--- src/design/imag_pkg.sv ---
package imag_pkg;

    // Sample axis width and the widths that follow from it
    localparam int AXIS_W    = 16;
    localparam int NUM_AXES  = 6;
    localparam int SUM_W     = 2 * AXIS_W;
    localparam int ROOT_W    = AXIS_W;
    localparam int REM_W     = AXIS_W + 2;
    localparam int CNT_W     = $clog2(AXIS_W);
    localparam int AXIS_IDX_W = 3;

    // Configuration port
    localparam int CFG_W      = 16;
    localparam int THR_W      = 32;
    localparam int CFG_DATA_W = 32;
    localparam int CFG_IDX_W  = 3;

    // Score arithmetic
    localparam int DEV_W   = (AXIS_W > CFG_W) ? AXIS_W : CFG_W;
    localparam int SPROD_W = DEV_W + CFG_W;
    localparam int SCORE_W = SPROD_W + 1;

    // Conductance scaling: code * 3300 / 4095 == code * 220 / 273
    localparam int CODE_W    = 12;
    localparam int MV_W      = 12;
    localparam int MV_FULL   = 3300;
    localparam int CODE_FULL = 4095;
    localparam int MV_GCD    = 15;
    localparam int MV_NUM    = MV_FULL / MV_GCD;
    localparam int MV_DEN    = CODE_FULL / MV_GCD;
    localparam int CX_W      = 20;
    localparam int MV_SHIFT  = 29;
    localparam int MV_RECIP  = ((2 ** MV_SHIFT) + MV_DEN - 1) / MV_DEN;
    localparam int RECIP_W   = 21;
    localparam int CPROD_W   = CX_W + RECIP_W;

    // Register reset values
    localparam logic [CFG_W-1:0] GRAVITY_RST   = 16'd2050;
    localparam logic [CFG_W-1:0] ACCEL_W_RST   = 16'd3197;
    localparam logic [CFG_W-1:0] GYRO_W_RST    = 16'd1998;
    localparam logic [THR_W-1:0] THRESHOLD_RST = 32'd524288;
    localparam logic [CFG_W-1:0] HOLDOFF_RST   = 16'd300;

    typedef enum logic [CFG_IDX_W-1:0] {
        REG_GRAVITY   = 3'd0,
        REG_ACCEL_W   = 3'd1,
        REG_GYRO_W    = 3'd2,
        REG_THRESHOLD = 3'd3,
        REG_HOLDOFF   = 3'd4
    } t_cfg_reg;

    typedef enum logic [3:0] {
        ST_IDLE,
        ST_SQ,
        ST_RT_INIT,
        ST_RT,
        ST_DEV,
        ST_MUL_A,
        ST_MUL_G,
        ST_SUM,
        ST_DONE
    } t_state;

    // Commands from the controller to the datapath
    typedef struct packed {
        logic                  load;
        logic                  sq_mul;
        logic                  sq_acc;
        logic [AXIS_IDX_W-1:0] sq_idx;
        logic                  rt_init;
        logic                  rt_step;
        logic                  dev;
        logic                  mul_a;
        logic                  mul_g;
        logic                  sum;
        logic                  commit;
    } t_dp_cmd;

endpackage

--- src/design/imag_smp_if.sv ---
interface imag_smp_if;
    logic                                valid;
    logic                                ready;
    logic signed [imag_pkg::AXIS_W-1:0]  accel_x;
    logic signed [imag_pkg::AXIS_W-1:0]  accel_y;
    logic signed [imag_pkg::AXIS_W-1:0]  accel_z;
    logic signed [imag_pkg::AXIS_W-1:0]  rate_x;
    logic signed [imag_pkg::AXIS_W-1:0]  rate_y;
    logic signed [imag_pkg::AXIS_W-1:0]  rate_z;
    logic [imag_pkg::CODE_W-1:0]         conductance_code;

    modport source (
        output valid, accel_x, accel_y, accel_z, rate_x, rate_y, rate_z, conductance_code,
        input  ready
    );
    modport sink (
        input  valid, accel_x, accel_y, accel_z, rate_x, rate_y, rate_z, conductance_code,
        output ready
    );
endinterface

--- src/design/imag_res_if.sv ---
interface imag_res_if;
    logic                      valid;
    logic                      ready;
    logic                      motion_hit;
    logic                      artifact_flag;
    logic [imag_pkg::CFG_W-1:0] holdoff_left;
    logic [imag_pkg::MV_W-1:0] conductance_mv;

    modport source (
        output valid, motion_hit, artifact_flag, holdoff_left, conductance_mv,
        input  ready
    );
    modport sink (
        input  valid, motion_hit, artifact_flag, holdoff_left, conductance_mv,
        output ready
    );
endinterface

--- src/design/imag_ctrl.sv ---
module imag_ctrl (
    input  logic              i_clk,
    input  logic              i_rst_n,
    input  logic              i_in_valid,
    input  logic              i_out_ready,
    output logic              o_in_ready,
    output logic              o_out_valid,
    output imag_pkg::t_dp_cmd o_cmd
);

    imag_pkg::t_state               r_state, n_state;
    logic [imag_pkg::CNT_W-1:0]     r_cnt, n_cnt;
    logic                           r_out_valid, n_out_valid;

    // State, step counter and result valid
    always_ff @(posedge i_clk) begin
        if (!i_rst_n) begin
            r_state     <= imag_pkg::ST_IDLE;
            r_cnt       <= '0;
            r_out_valid <= 1'b0;
        end else begin
            r_state     <= n_state;
            r_cnt       <= n_cnt;
            r_out_valid <= n_out_valid;
        end
    end

    // Sequencing of one sample
    always_comb begin
        n_state    = r_state;
        n_cnt      = r_cnt;
        o_cmd      = '0;
        o_in_ready = 1'b0;
        case (r_state)
            imag_pkg::ST_IDLE: begin
                o_in_ready = 1'b1;
                if (i_in_valid) begin
                    o_cmd.load = 1'b1;
                    n_cnt      = '0;
                    n_state    = imag_pkg::ST_SQ;
                end
            end
            // one square per cycle, each accumulated in the next cycle
            imag_pkg::ST_SQ: begin
                o_cmd.sq_mul = (r_cnt < imag_pkg::CNT_W'(imag_pkg::NUM_AXES));
                o_cmd.sq_acc = (r_cnt != '0);
                o_cmd.sq_idx = r_cnt[imag_pkg::AXIS_IDX_W-1:0];
                if (r_cnt == imag_pkg::CNT_W'(imag_pkg::NUM_AXES)) begin
                    n_state = imag_pkg::ST_RT_INIT;
                end else begin
                    n_cnt = r_cnt + 1'b1;
                end
            end
            imag_pkg::ST_RT_INIT: begin
                o_cmd.rt_init = 1'b1;
                n_cnt         = '0;
                n_state       = imag_pkg::ST_RT;
            end
            // one root bit per cycle
            imag_pkg::ST_RT: begin
                o_cmd.rt_step = 1'b1;
                if (r_cnt == imag_pkg::CNT_W'(imag_pkg::ROOT_W - 1)) begin
                    n_state = imag_pkg::ST_DEV;
                end else begin
                    n_cnt = r_cnt + 1'b1;
                end
            end
            imag_pkg::ST_DEV: begin
                o_cmd.dev = 1'b1;
                n_state   = imag_pkg::ST_MUL_A;
            end
            imag_pkg::ST_MUL_A: begin
                o_cmd.mul_a = 1'b1;
                n_state     = imag_pkg::ST_MUL_G;
            end
            imag_pkg::ST_MUL_G: begin
                o_cmd.mul_g = 1'b1;
                n_state     = imag_pkg::ST_SUM;
            end
            imag_pkg::ST_SUM: begin
                o_cmd.sum = 1'b1;
                n_state   = imag_pkg::ST_DONE;
            end
            // wait for a free output register
            imag_pkg::ST_DONE: begin
                if (!r_out_valid || i_out_ready) begin
                    o_cmd.commit = 1'b1;
                    n_state      = imag_pkg::ST_IDLE;
                end
            end
            default: begin
                n_state = imag_pkg::ST_IDLE;
            end
        endcase
    end

    always_comb begin
        if (o_cmd.commit) begin
            n_out_valid = 1'b1;
        end else if (i_out_ready) begin
            n_out_valid = 1'b0;
        end else begin
            n_out_valid = r_out_valid;
        end
    end

    assign o_out_valid = r_out_valid;

endmodule

--- src/design/imag_datapath.sv ---
module imag_datapath (
    input  logic                              i_clk,
    input  logic                              i_rst_n,
    input  logic                              i_cfg_we,
    input  logic [imag_pkg::CFG_IDX_W-1:0]    i_cfg_idx,
    input  logic [imag_pkg::CFG_DATA_W-1:0]   i_cfg_data,
    input  imag_pkg::t_dp_cmd                 i_cmd,
    input  logic [imag_pkg::AXIS_W-1:0]       i_axis [imag_pkg::NUM_AXES],
    input  logic [imag_pkg::CODE_W-1:0]       i_code,
    output logic                              o_motion_hit,
    output logic                              o_artifact_flag,
    output logic [imag_pkg::CFG_W-1:0]        o_holdoff_left,
    output logic [imag_pkg::MV_W-1:0]         o_conductance_mv
);

    // Configuration registers
    logic [imag_pkg::CFG_W-1:0]   r_gravity;
    logic [imag_pkg::CFG_W-1:0]   r_accel_w;
    logic [imag_pkg::CFG_W-1:0]   r_gyro_w;
    logic [imag_pkg::THR_W-1:0]   r_threshold;
    logic [imag_pkg::CFG_W-1:0]   r_holdoff;
    logic [imag_pkg::CFG_W-1:0]   r_hcnt;

    // Per-sample working registers
    logic [imag_pkg::AXIS_W-1:0]  r_abs [imag_pkg::NUM_AXES];
    logic [imag_pkg::CODE_W-1:0]  r_code;
    logic [imag_pkg::SUM_W-1:0]   r_sq;
    logic [imag_pkg::SUM_W-1:0]   r_acc_a;
    logic [imag_pkg::SUM_W-1:0]   r_acc_g;
    logic [imag_pkg::SUM_W-1:0]   r_rad  [2];
    logic [imag_pkg::REM_W-1:0]   r_rem  [2];
    logic [imag_pkg::ROOT_W-1:0]  r_root [2];
    logic [imag_pkg::DEV_W-1:0]   r_dev;
    logic [imag_pkg::SPROD_W-1:0] r_sprod;
    logic [imag_pkg::SCORE_W-1:0] r_score;
    logic [imag_pkg::CX_W-1:0]    r_cx;
    logic [imag_pkg::MV_W-1:0]    r_cmv;

    // Output registers
    logic                         r_motion;
    logic                         r_artifact;
    logic [imag_pkg::CFG_W-1:0]   r_left;
    logic [imag_pkg::MV_W-1:0]    r_mv;

    logic [imag_pkg::AXIS_IDX_W-1:0] s_acc_idx;
    logic [imag_pkg::REM_W+1:0]   s_trem  [2];
    logic [imag_pkg::REM_W+1:0]   s_trial [2];
    logic                         s_ge    [2];
    logic [imag_pkg::DEV_W-1:0]   s_amag;
    logic [imag_pkg::DEV_W-1:0]   s_grav;
    logic                         s_motion;
    logic [imag_pkg::CFG_W-1:0]   s_hold;
    logic                         s_art;

    // Configuration writes; indexes beyond the list are dropped
    always_ff @(posedge i_clk) begin
        if (!i_rst_n) begin
            r_gravity   <= imag_pkg::GRAVITY_RST;
            r_accel_w   <= imag_pkg::ACCEL_W_RST;
            r_gyro_w    <= imag_pkg::GYRO_W_RST;
            r_threshold <= imag_pkg::THRESHOLD_RST;
            r_holdoff   <= imag_pkg::HOLDOFF_RST;
        end else if (i_cfg_we) begin
            case (imag_pkg::t_cfg_reg'(i_cfg_idx))
                imag_pkg::REG_GRAVITY:   r_gravity   <= i_cfg_data[imag_pkg::CFG_W-1:0];
                imag_pkg::REG_ACCEL_W:   r_accel_w   <= i_cfg_data[imag_pkg::CFG_W-1:0];
                imag_pkg::REG_GYRO_W:    r_gyro_w    <= i_cfg_data[imag_pkg::CFG_W-1:0];
                imag_pkg::REG_THRESHOLD: r_threshold <= i_cfg_data[imag_pkg::THR_W-1:0];
                imag_pkg::REG_HOLDOFF:   r_holdoff   <= i_cfg_data[imag_pkg::CFG_W-1:0];
                default: ;
            endcase
        end
    end

    // Sample capture, axis magnitudes taken on the way in
    always_ff @(posedge i_clk) begin
        if (i_cmd.load) begin
            for (int k = 0; k < imag_pkg::NUM_AXES; k++) begin
                r_abs[k] <= i_axis[k][imag_pkg::AXIS_W-1] ? (~i_axis[k] + 1'b1) : i_axis[k];
            end
            r_code <= i_code;
        end
    end

    // Sums of squares: shared squarer, registered, then accumulated
    assign s_acc_idx = i_cmd.sq_idx - 1'b1;

    always_ff @(posedge i_clk) begin
        if (i_cmd.load) begin
            r_acc_a <= '0;
            r_acc_g <= '0;
        end else begin
            if (i_cmd.sq_mul) begin
                r_sq <= imag_pkg::SUM_W'(r_abs[i_cmd.sq_idx]) *
                        imag_pkg::SUM_W'(r_abs[i_cmd.sq_idx]);
            end
            if (i_cmd.sq_acc) begin
                if (s_acc_idx < imag_pkg::AXIS_IDX_W'(3)) begin
                    r_acc_a <= r_acc_a + r_sq;
                end else begin
                    r_acc_g <= r_acc_g + r_sq;
                end
            end
        end
    end

    // Two digit-by-digit square root units, one result bit per cycle
    always_comb begin
        for (int u = 0; u < 2; u++) begin
            s_trem[u]  = {r_rem[u], r_rad[u][imag_pkg::SUM_W-1 -: 2]};
            s_trial[u] = (imag_pkg::REM_W+2)'({r_root[u], 2'b01});
            s_ge[u]    = (s_trem[u] >= s_trial[u]);
        end
    end

    always_ff @(posedge i_clk) begin
        if (i_cmd.rt_init) begin
            r_rad[0] <= r_acc_a;
            r_rad[1] <= r_acc_g;
            for (int u = 0; u < 2; u++) begin
                r_rem[u]  <= '0;
                r_root[u] <= '0;
            end
        end else if (i_cmd.rt_step) begin
            for (int u = 0; u < 2; u++) begin
                r_rad[u]  <= {r_rad[u][imag_pkg::SUM_W-3:0], 2'b00};
                r_rem[u]  <= s_ge[u] ? imag_pkg::REM_W'(s_trem[u] - s_trial[u])
                                     : imag_pkg::REM_W'(s_trem[u]);
                r_root[u] <= {r_root[u][imag_pkg::ROOT_W-2:0], s_ge[u]};
            end
        end
    end

    // Deviation from gravity, then weighted score: accel and gyro products, summed
    assign s_amag = imag_pkg::DEV_W'(r_root[0]);
    assign s_grav = imag_pkg::DEV_W'(r_gravity);

    always_ff @(posedge i_clk) begin
        if (i_cmd.dev) begin
            r_dev <= (s_amag >= s_grav) ? (s_amag - s_grav) : (s_grav - s_amag);
        end
        if (i_cmd.mul_a) begin
            r_sprod <= imag_pkg::SPROD_W'(r_dev) * imag_pkg::SPROD_W'(r_accel_w);
        end
        if (i_cmd.mul_g) begin
            r_score <= imag_pkg::SCORE_W'(r_sprod);
            r_sprod <= imag_pkg::SPROD_W'(r_root[1]) * imag_pkg::SPROD_W'(r_gyro_w);
        end
        if (i_cmd.sum) begin
            r_score <= r_score + imag_pkg::SCORE_W'(r_sprod);
        end
    end

    // Conductance scaling, settles well before the commit
    always_ff @(posedge i_clk) begin
        r_cx  <= imag_pkg::CX_W'(r_code) * imag_pkg::CX_W'(imag_pkg::MV_NUM);
        r_cmv <= imag_pkg::MV_W'((imag_pkg::CPROD_W'(r_cx) *
                 imag_pkg::CPROD_W'(imag_pkg::MV_RECIP)) >> imag_pkg::MV_SHIFT);
    end

    // Motion decision and hold-off counter
    assign s_motion = (r_score > imag_pkg::SCORE_W'(r_threshold));
    assign s_hold   = s_motion ? r_holdoff : r_hcnt;
    assign s_art    = (s_hold != '0);

    always_ff @(posedge i_clk) begin
        if (!i_rst_n) begin
            r_hcnt <= '0;
        end else if (i_cmd.commit) begin
            r_hcnt <= s_art ? (s_hold - 1'b1) : s_hold;
        end
    end

    always_ff @(posedge i_clk) begin
        if (i_cmd.commit) begin
            r_motion   <= s_motion;
            r_artifact <= s_art;
            r_left     <= s_art ? (s_hold - 1'b1) : s_hold;
            r_mv       <= r_cmv;
        end
    end

    assign o_motion_hit     = r_motion;
    assign o_artifact_flag  = r_artifact;
    assign o_holdoff_left   = r_left;
    assign o_conductance_mv = r_mv;

endmodule

--- src/design/imu_motion_artifact_gate_unit.sv ---
// IMU motion-artifact gate.
// i_smp carries one beat per IMU sample: three accelerometer axes, three
// gyroscope axes and a 12-bit skin-conductance code. o_res returns one beat
// per sample: motion flag, artifact flag, hold-off count left and the
// conductance in millivolts. Both channels use valid/ready.
// The configuration port (i_cfg_we, i_cfg_idx, i_cfg_data) writes gravity
// level, the two Q16 weights, the Q16 threshold and the hold-off length;
// write it only while no sample is in flight.
// One sample is worked on at a time. Its result becomes valid in the same
// cycle that i_smp.ready rises again, so a new sample is taken only after
// the previous one is committed. In order: six squares through one shared
// multiplier, a load of the two bit-serial square root units, their steps
// one root bit at a time, the deviation and the score through one product
// register used twice, and the commit.
// The output register frees the input side: a new sample is accepted while
// the previous result waits. If the receiver stalls, the next result waits
// in its final step until the output register is taken.
// Reset is synchronous, active low: registers return to their defaults, the
// hold-off counter clears and no result is pending.
module imu_motion_artifact_gate_unit (
    input  logic                             i_clk,
    input  logic                             i_rst_n,
    imag_smp_if.sink                         i_smp,
    imag_res_if.source                       o_res,
    input  logic                             i_cfg_we,
    input  logic [imag_pkg::CFG_IDX_W-1:0]   i_cfg_idx,
    input  logic [imag_pkg::CFG_DATA_W-1:0]  i_cfg_data
);

    imag_pkg::t_dp_cmd              s_cmd;
    logic [imag_pkg::AXIS_W-1:0]    s_axis [imag_pkg::NUM_AXES];

    assign s_axis[0] = i_smp.accel_x;
    assign s_axis[1] = i_smp.accel_y;
    assign s_axis[2] = i_smp.accel_z;
    assign s_axis[3] = i_smp.rate_x;
    assign s_axis[4] = i_smp.rate_y;
    assign s_axis[5] = i_smp.rate_z;

    imag_ctrl u_ctrl (
        .i_clk       (i_clk),
        .i_rst_n     (i_rst_n),
        .i_in_valid  (i_smp.valid),
        .i_out_ready (o_res.ready),
        .o_in_ready  (i_smp.ready),
        .o_out_valid (o_res.valid),
        .o_cmd       (s_cmd)
    );

    imag_datapath u_dp (
        .i_clk            (i_clk),
        .i_rst_n          (i_rst_n),
        .i_cfg_we         (i_cfg_we),
        .i_cfg_idx        (i_cfg_idx),
        .i_cfg_data       (i_cfg_data),
        .i_cmd            (s_cmd),
        .i_axis           (s_axis),
        .i_code           (i_smp.conductance_code),
        .o_motion_hit     (o_res.motion_hit),
        .o_artifact_flag  (o_res.artifact_flag),
        .o_holdoff_left   (o_res.holdoff_left),
        .o_conductance_mv (o_res.conductance_mv)
    );

endmodule

--- src/flat_wrapper.sv ---
// flat-port wrapper written by rule: the top's interface ports become plain ports
module imu_motion_artifact_gate_unit_flat 
  (i_clk, i_rst_n, i_cfg_we, i_cfg_idx, i_cfg_data, i_smp_valid, i_smp_accel_x, i_smp_accel_y, i_smp_accel_z, i_smp_rate_x, i_smp_rate_y, i_smp_rate_z, i_smp_conductance_code, i_smp_ready, o_res_valid, o_res_motion_hit, o_res_artifact_flag, o_res_holdoff_left, o_res_conductance_mv, o_res_ready);
  imag_smp_if i_smp_i ();
  imag_res_if o_res_i ();
  input  logic i_clk;
  input  logic i_rst_n;
  input  logic i_cfg_we;
  input  logic [imag_pkg::CFG_IDX_W-1:0] i_cfg_idx;
  input  logic [imag_pkg::CFG_DATA_W-1:0] i_cfg_data;
  input wire logic [$bits(i_smp_i.valid)-1:0] i_smp_valid;
  input wire logic [$bits(i_smp_i.accel_x)-1:0] i_smp_accel_x;
  input wire logic [$bits(i_smp_i.accel_y)-1:0] i_smp_accel_y;
  input wire logic [$bits(i_smp_i.accel_z)-1:0] i_smp_accel_z;
  input wire logic [$bits(i_smp_i.rate_x)-1:0] i_smp_rate_x;
  input wire logic [$bits(i_smp_i.rate_y)-1:0] i_smp_rate_y;
  input wire logic [$bits(i_smp_i.rate_z)-1:0] i_smp_rate_z;
  input wire logic [$bits(i_smp_i.conductance_code)-1:0] i_smp_conductance_code;
  output wire logic [$bits(i_smp_i.ready)-1:0] i_smp_ready;
  output wire logic [$bits(o_res_i.valid)-1:0] o_res_valid;
  output wire logic [$bits(o_res_i.motion_hit)-1:0] o_res_motion_hit;
  output wire logic [$bits(o_res_i.artifact_flag)-1:0] o_res_artifact_flag;
  output wire logic [$bits(o_res_i.holdoff_left)-1:0] o_res_holdoff_left;
  output wire logic [$bits(o_res_i.conductance_mv)-1:0] o_res_conductance_mv;
  input wire logic [$bits(o_res_i.ready)-1:0] o_res_ready;
  assign i_smp_i.valid = i_smp_valid;
  assign i_smp_i.accel_x = i_smp_accel_x;
  assign i_smp_i.accel_y = i_smp_accel_y;
  assign i_smp_i.accel_z = i_smp_accel_z;
  assign i_smp_i.rate_x = i_smp_rate_x;
  assign i_smp_i.rate_y = i_smp_rate_y;
  assign i_smp_i.rate_z = i_smp_rate_z;
  assign i_smp_i.conductance_code = i_smp_conductance_code;
  assign i_smp_ready = i_smp_i.ready;
  assign o_res_valid = o_res_i.valid;
  assign o_res_motion_hit = o_res_i.motion_hit;
  assign o_res_artifact_flag = o_res_i.artifact_flag;
  assign o_res_holdoff_left = o_res_i.holdoff_left;
  assign o_res_conductance_mv = o_res_i.conductance_mv;
  assign o_res_i.ready = o_res_ready;
  imu_motion_artifact_gate_unit u_core (.i_clk(i_clk), .i_rst_n(i_rst_n), .i_smp(i_smp_i), .o_res(o_res_i), .i_cfg_we(i_cfg_we), .i_cfg_idx(i_cfg_idx), .i_cfg_data(i_cfg_data));
endmodule
--- config.mk ---
export PLATFORM = sky130hd
export DESIGN_NAME = imu_motion_artifact_gate_unit_flat
export DESIGN_NICKNAME = d
export VERILOG_FILES = /design/src/design/imag_pkg.sv /design/src/design/imag_smp_if.sv /design/src/design/imag_res_if.sv /design/src/design/imag_ctrl.sv /design/src/design/imag_datapath.sv /design/src/design/imu_motion_artifact_gate_unit.sv /design/src/flat_wrapper.sv
export SDC_FILE = /design/constraint.sdc
export NUM_CORES = 2
export LEC_CHECK = 0
export ABC_AREA = 1
export BUFFER_PORTS_ARGS = -buffer_cell sky130_fd_sc_hd__buf_2
export CAP_MARGIN = 5
export CORE_MARGIN = 5
export CORE_UTILIZATION = 60
export CTS_CLUSTER_SIZE = 10
export DETAILED_ROUTE_END_ITERATION = 8
export GPL_ROUTABILITY_DRIVEN = 0
export GPL_TIMING_DRIVEN = 1
export PLACE_DENSITY_LB_ADDON = 0.3
export SYNTH_ARGS = -nofsm -noshare
export SYNTH_HDL_FRONTEND = slang
export SYNTH_SLANG_ARGS = --single-unit
--- constraint.sdc ---
create_clock -name i_clk -period 9.6 [get_ports i_clk]
set_input_delay 1.44 -clock i_clk [delete_from_list [all_inputs] [get_ports i_clk]]
set_output_delay 1.44 -clock i_clk [all_outputs]
set_load 0.1 [all_outputs]
==> flow_summary.json <==
{
  "fill_cells": 8667,
  "syn_inst": 7613,
  "rsz0062_at_grt": "false",
  "synth_area_leaders": "fa_1 21%, edfxtp_1 18%, ha_1 13%, inv_1 9.5%, nand2_1 9.1%",
  "grt_util_met2_pct": 49.98,
  "min_to": "u_core.u_dp.o_conductance_mv[9]",
  "synthFlopType": "edfxtp_1",
  "root_buffer": "clkbuf_16",
  "clock_path_buffers": 3,
  "cp_max_fo": 24,
  "drtAntennaViolNets": 0,
  "first_pass_iters": 6,
  "synth_area_sq_um": 63100,
  "synth_top_area_share_pct": 20.62,
  "hold_class": "reg2reg",
  "worstSetupEndpointType": "flip-flop",
  "synth_top_area_cell": "fa_1",
  "cp-startpoint": "u_core.u_ctrl.r_state[1]",
  "final-setup-viol-count": 0,
  "grt_max_degree": 81,
  "synth_seq_cells": 597,
  "maxSlewViolCount": 0,
  "status": "complete, no violations",
  "place.detailed.hpwl_microns": 127900,
  "critical-path-max-stage-delay_ns": 0.63,
  "ctsHoldBuffers": 0,
  "finalNetCount": 9117,
  "die-height_microns": 334.3,
  "drive_gt1_share_pct": 5.462,
  "synth_edf_count": 382,
  "crit_top_cell": "inv_1",
  "fin_crit_ns": 8.280,
  "syn_to_final_growth_pct": 6.607,
  "cts_tree": "yes",
  "cp-start-kind": "flip-flop",
  "cap_violations": 0,
  "dieArea_sq_um": 111800,
  "hold_viol_final": 0,
  "rr_startpoint": "u_core.u_ctrl.r_state[1]",
  "grtUsageTotal_pct": 28.91,
  "async_reset_ff_share_pct": 0,
  "grt_pass1_vias": 51503,
  "cts_sinks": 597,
  "synth-seq-area-share_pct": 25.00,
  "synth_cell_types": 72,
  "avgSynthCellArea_sq_um": 8.289,
  "reg2reg_setup_slack_ns": 1.32,
  "tightest_slew_ns": 1.027,
  "via_per_inst": 5.577,
  "fmax_ghz": 0.1208,
  "cp.arrival_ns": 8.68,
  "rr_worst_depth": 29,
  "crit_slowest_cell": "nor2_4",
  "ys_warn_count": 0,
  "worstSetupPathType": "reg2reg",
  "antenna_found_initial": 0,
  "clk_latency_ns": 0.66,
  "htree_num_levels": 3,
  "io_buffer_count": 179,
  "clk_pin_slew_ns": 0.05,
  "rows": 119,
  "met3_usage_pct": 4.010,
  "initial_utilization_pct": 60.20,
  "slew_headroom_pct": 31.38,
  "grt_util_met1_pct": 35.43,
  "drt_iter0_drc": 3742,
  "tns_ns": 0,
  "wl_per_cell_microns": 17.76,
  "wl_microns": 161600,
  "die_x_microns": 334.3,
  "cts_buffers": 73,
  "syn_nets": 9083,
  "ctsResizeCount": 0,
  "required_ns": 10.00,
  "r2r_end": "u_core.u_dp.r_sq[25]",
  "routed-via-count": 50752,
  "grt_first_pass_wirelength_microns": 261500,
  "post_cts_buffers": 0,
  "regArea_sq_um": 15780,
  "multi_input_comb_area_sq_um": 40270,
  "finClkSkew_ns": 0.02083,
  "core_area_sq_um": 104800,
  "hold_start": "u_core.u_dp.r_cmv[9]",
  "grt.busiest_layer": "met2",
  "min_period_over_period_pct": 86.25,
  "pin_count": 180,
  "overflow": 0,
  "hold-path-cell-count": 0,
  "drcViolationCount": 0
}
[cells in the final DEF, fill, tap and decap left out, types with 31 or more instances in the layout]
cell type  instances
a21oi_1          543
a31oi_1           47
buf_2            179
buf_4             40
clkbuf_1          43
clkbuf_16         75
dfxtp_1          215
edfxtp_1         382
fa_1             650
ha_1             672
inv_1           1595
nand2_1         1533
nand3_1          186
nand4_1           31
nor2_1           380
nor3_1            55
o211ai_1          33
o21ai_0          426
xnor2_1           86
xor2_1           199
[synth_stat cells (all sizes together), types with 15 or more instances]
master and number:
o31ai 19, nor2 398, inv 1604, xnor2 86, o21a 16, nand3 193, nand4 31, edfxtp 382
or2 21, a21o 25, nand2 1556, o211ai 34, nor3 58, ha 672, clkbuf 212, buf 48
a31oi 48, o21bai 23, xor2 199, nand3b 15, a32o 15, a21oi 550, nor4 15, fa 650
dfxtp 215, o21ai 455
[area by class of cell]
type,instances,area share (%)
multi-input cells,5145,59.87
flip-flops and latches,597,23.45
inverters,1611,8.989
clock buffers,125,3.173
well taps,1391,2.587
repair buffers,219,1.778
clock inverters,11,0.1469
diodes,2,0.007440
[worst max-delay path, delay by kind of cell, from the launching register on]
| family | cells | cell delay [ns] |
|---|---|---|
| buffers and inverters | 7 | 1.36 |
| AOI/OAI and AO/OA | 8 | 1.64 |
| DFF | 1 | 0.32 |
| and+or+nand+nor | 7 | 1.64 |
| adders and majority gates | 7 | 3.03 |
[per-stage QoR]
step / hold WS, ns / instances / setup WS, ns / cell area [sq um] / utilization (%)
after floorplan: 0.3855 / 7613 / 2.827 / 63100 / -
after global placement: 0.3854 / 8963 / 1.559 / 65030 / 62.04
after detailed placement: 0.3887 / 8963 / 1.380 / 65030 / 62.04
after CTS: 0.4018 / 9099 / 1.352 / 67260 / 64.17
after global routing: 0.4043 / 9099 / 0.6815 / 67260 / 64.17
final: 0.4019 / 9101 / 1.320 / 67270 / 64.18
[worst max-delay path by stage]
stage,end,slack (ns),cells after the start
floorplan,u_core.u_dp.r_sq[24],2.83,37
detailed placement,u_core.u_dp.r_sq[25],1.38,29
global placement,u_core.u_dp.r_sq[25],1.56,29
global route,u_core.u_dp.r_sq[25],0.68,29
finish,u_core.u_dp.r_sq[25],1.32,29
CTS,u_core.u_dp.r_sq[25],1.35,29
[per-layer routing]
layer  vias to the layer above  share of wire [%]
met5                         -                  0
met4                         0                6.2
met3                       511                6.5
met2                      1908                 48
met1                     24205                 39
li1                      24128                  -
[cells by family (layout without fill, tap and decap cells)]
logic type | after synthesis | in the layout | synth area share, %
mux | 3 | 3 | 0.04957
flops | 597 | 597 | 25.00
fa+ha+maj | 1322 | 1322 | 33.95
buf+inv | 1871 | 1966 | 11.26
simple gates | 2295 | 2295 | 14.81
compound gates | 1240 | 1240 | 10.98
xor+xnor | 285 | 285 | 3.956
other cells | 0 | 2 | 0
[flip-flops by register name, summed over array words and instances, names as in the netlist, 32 cells and up]
register	count
u_core.u_dp.r_abs	96
u_core.u_dp.r_rad	64
u_core.u_dp.r_rem	36
u_core.u_dp.r_score	33
u_core.u_dp.r_acc_a	32
u_core.u_dp.r_acc_g	32
u_core.u_dp.r_root	32
u_core.u_dp.r_sprod	32
u_core.u_dp.r_threshold	32
Power is left out: the tool's default activity adds up to more than one toggle a clock period on the data nets, which glitch-free logic cannot reach.
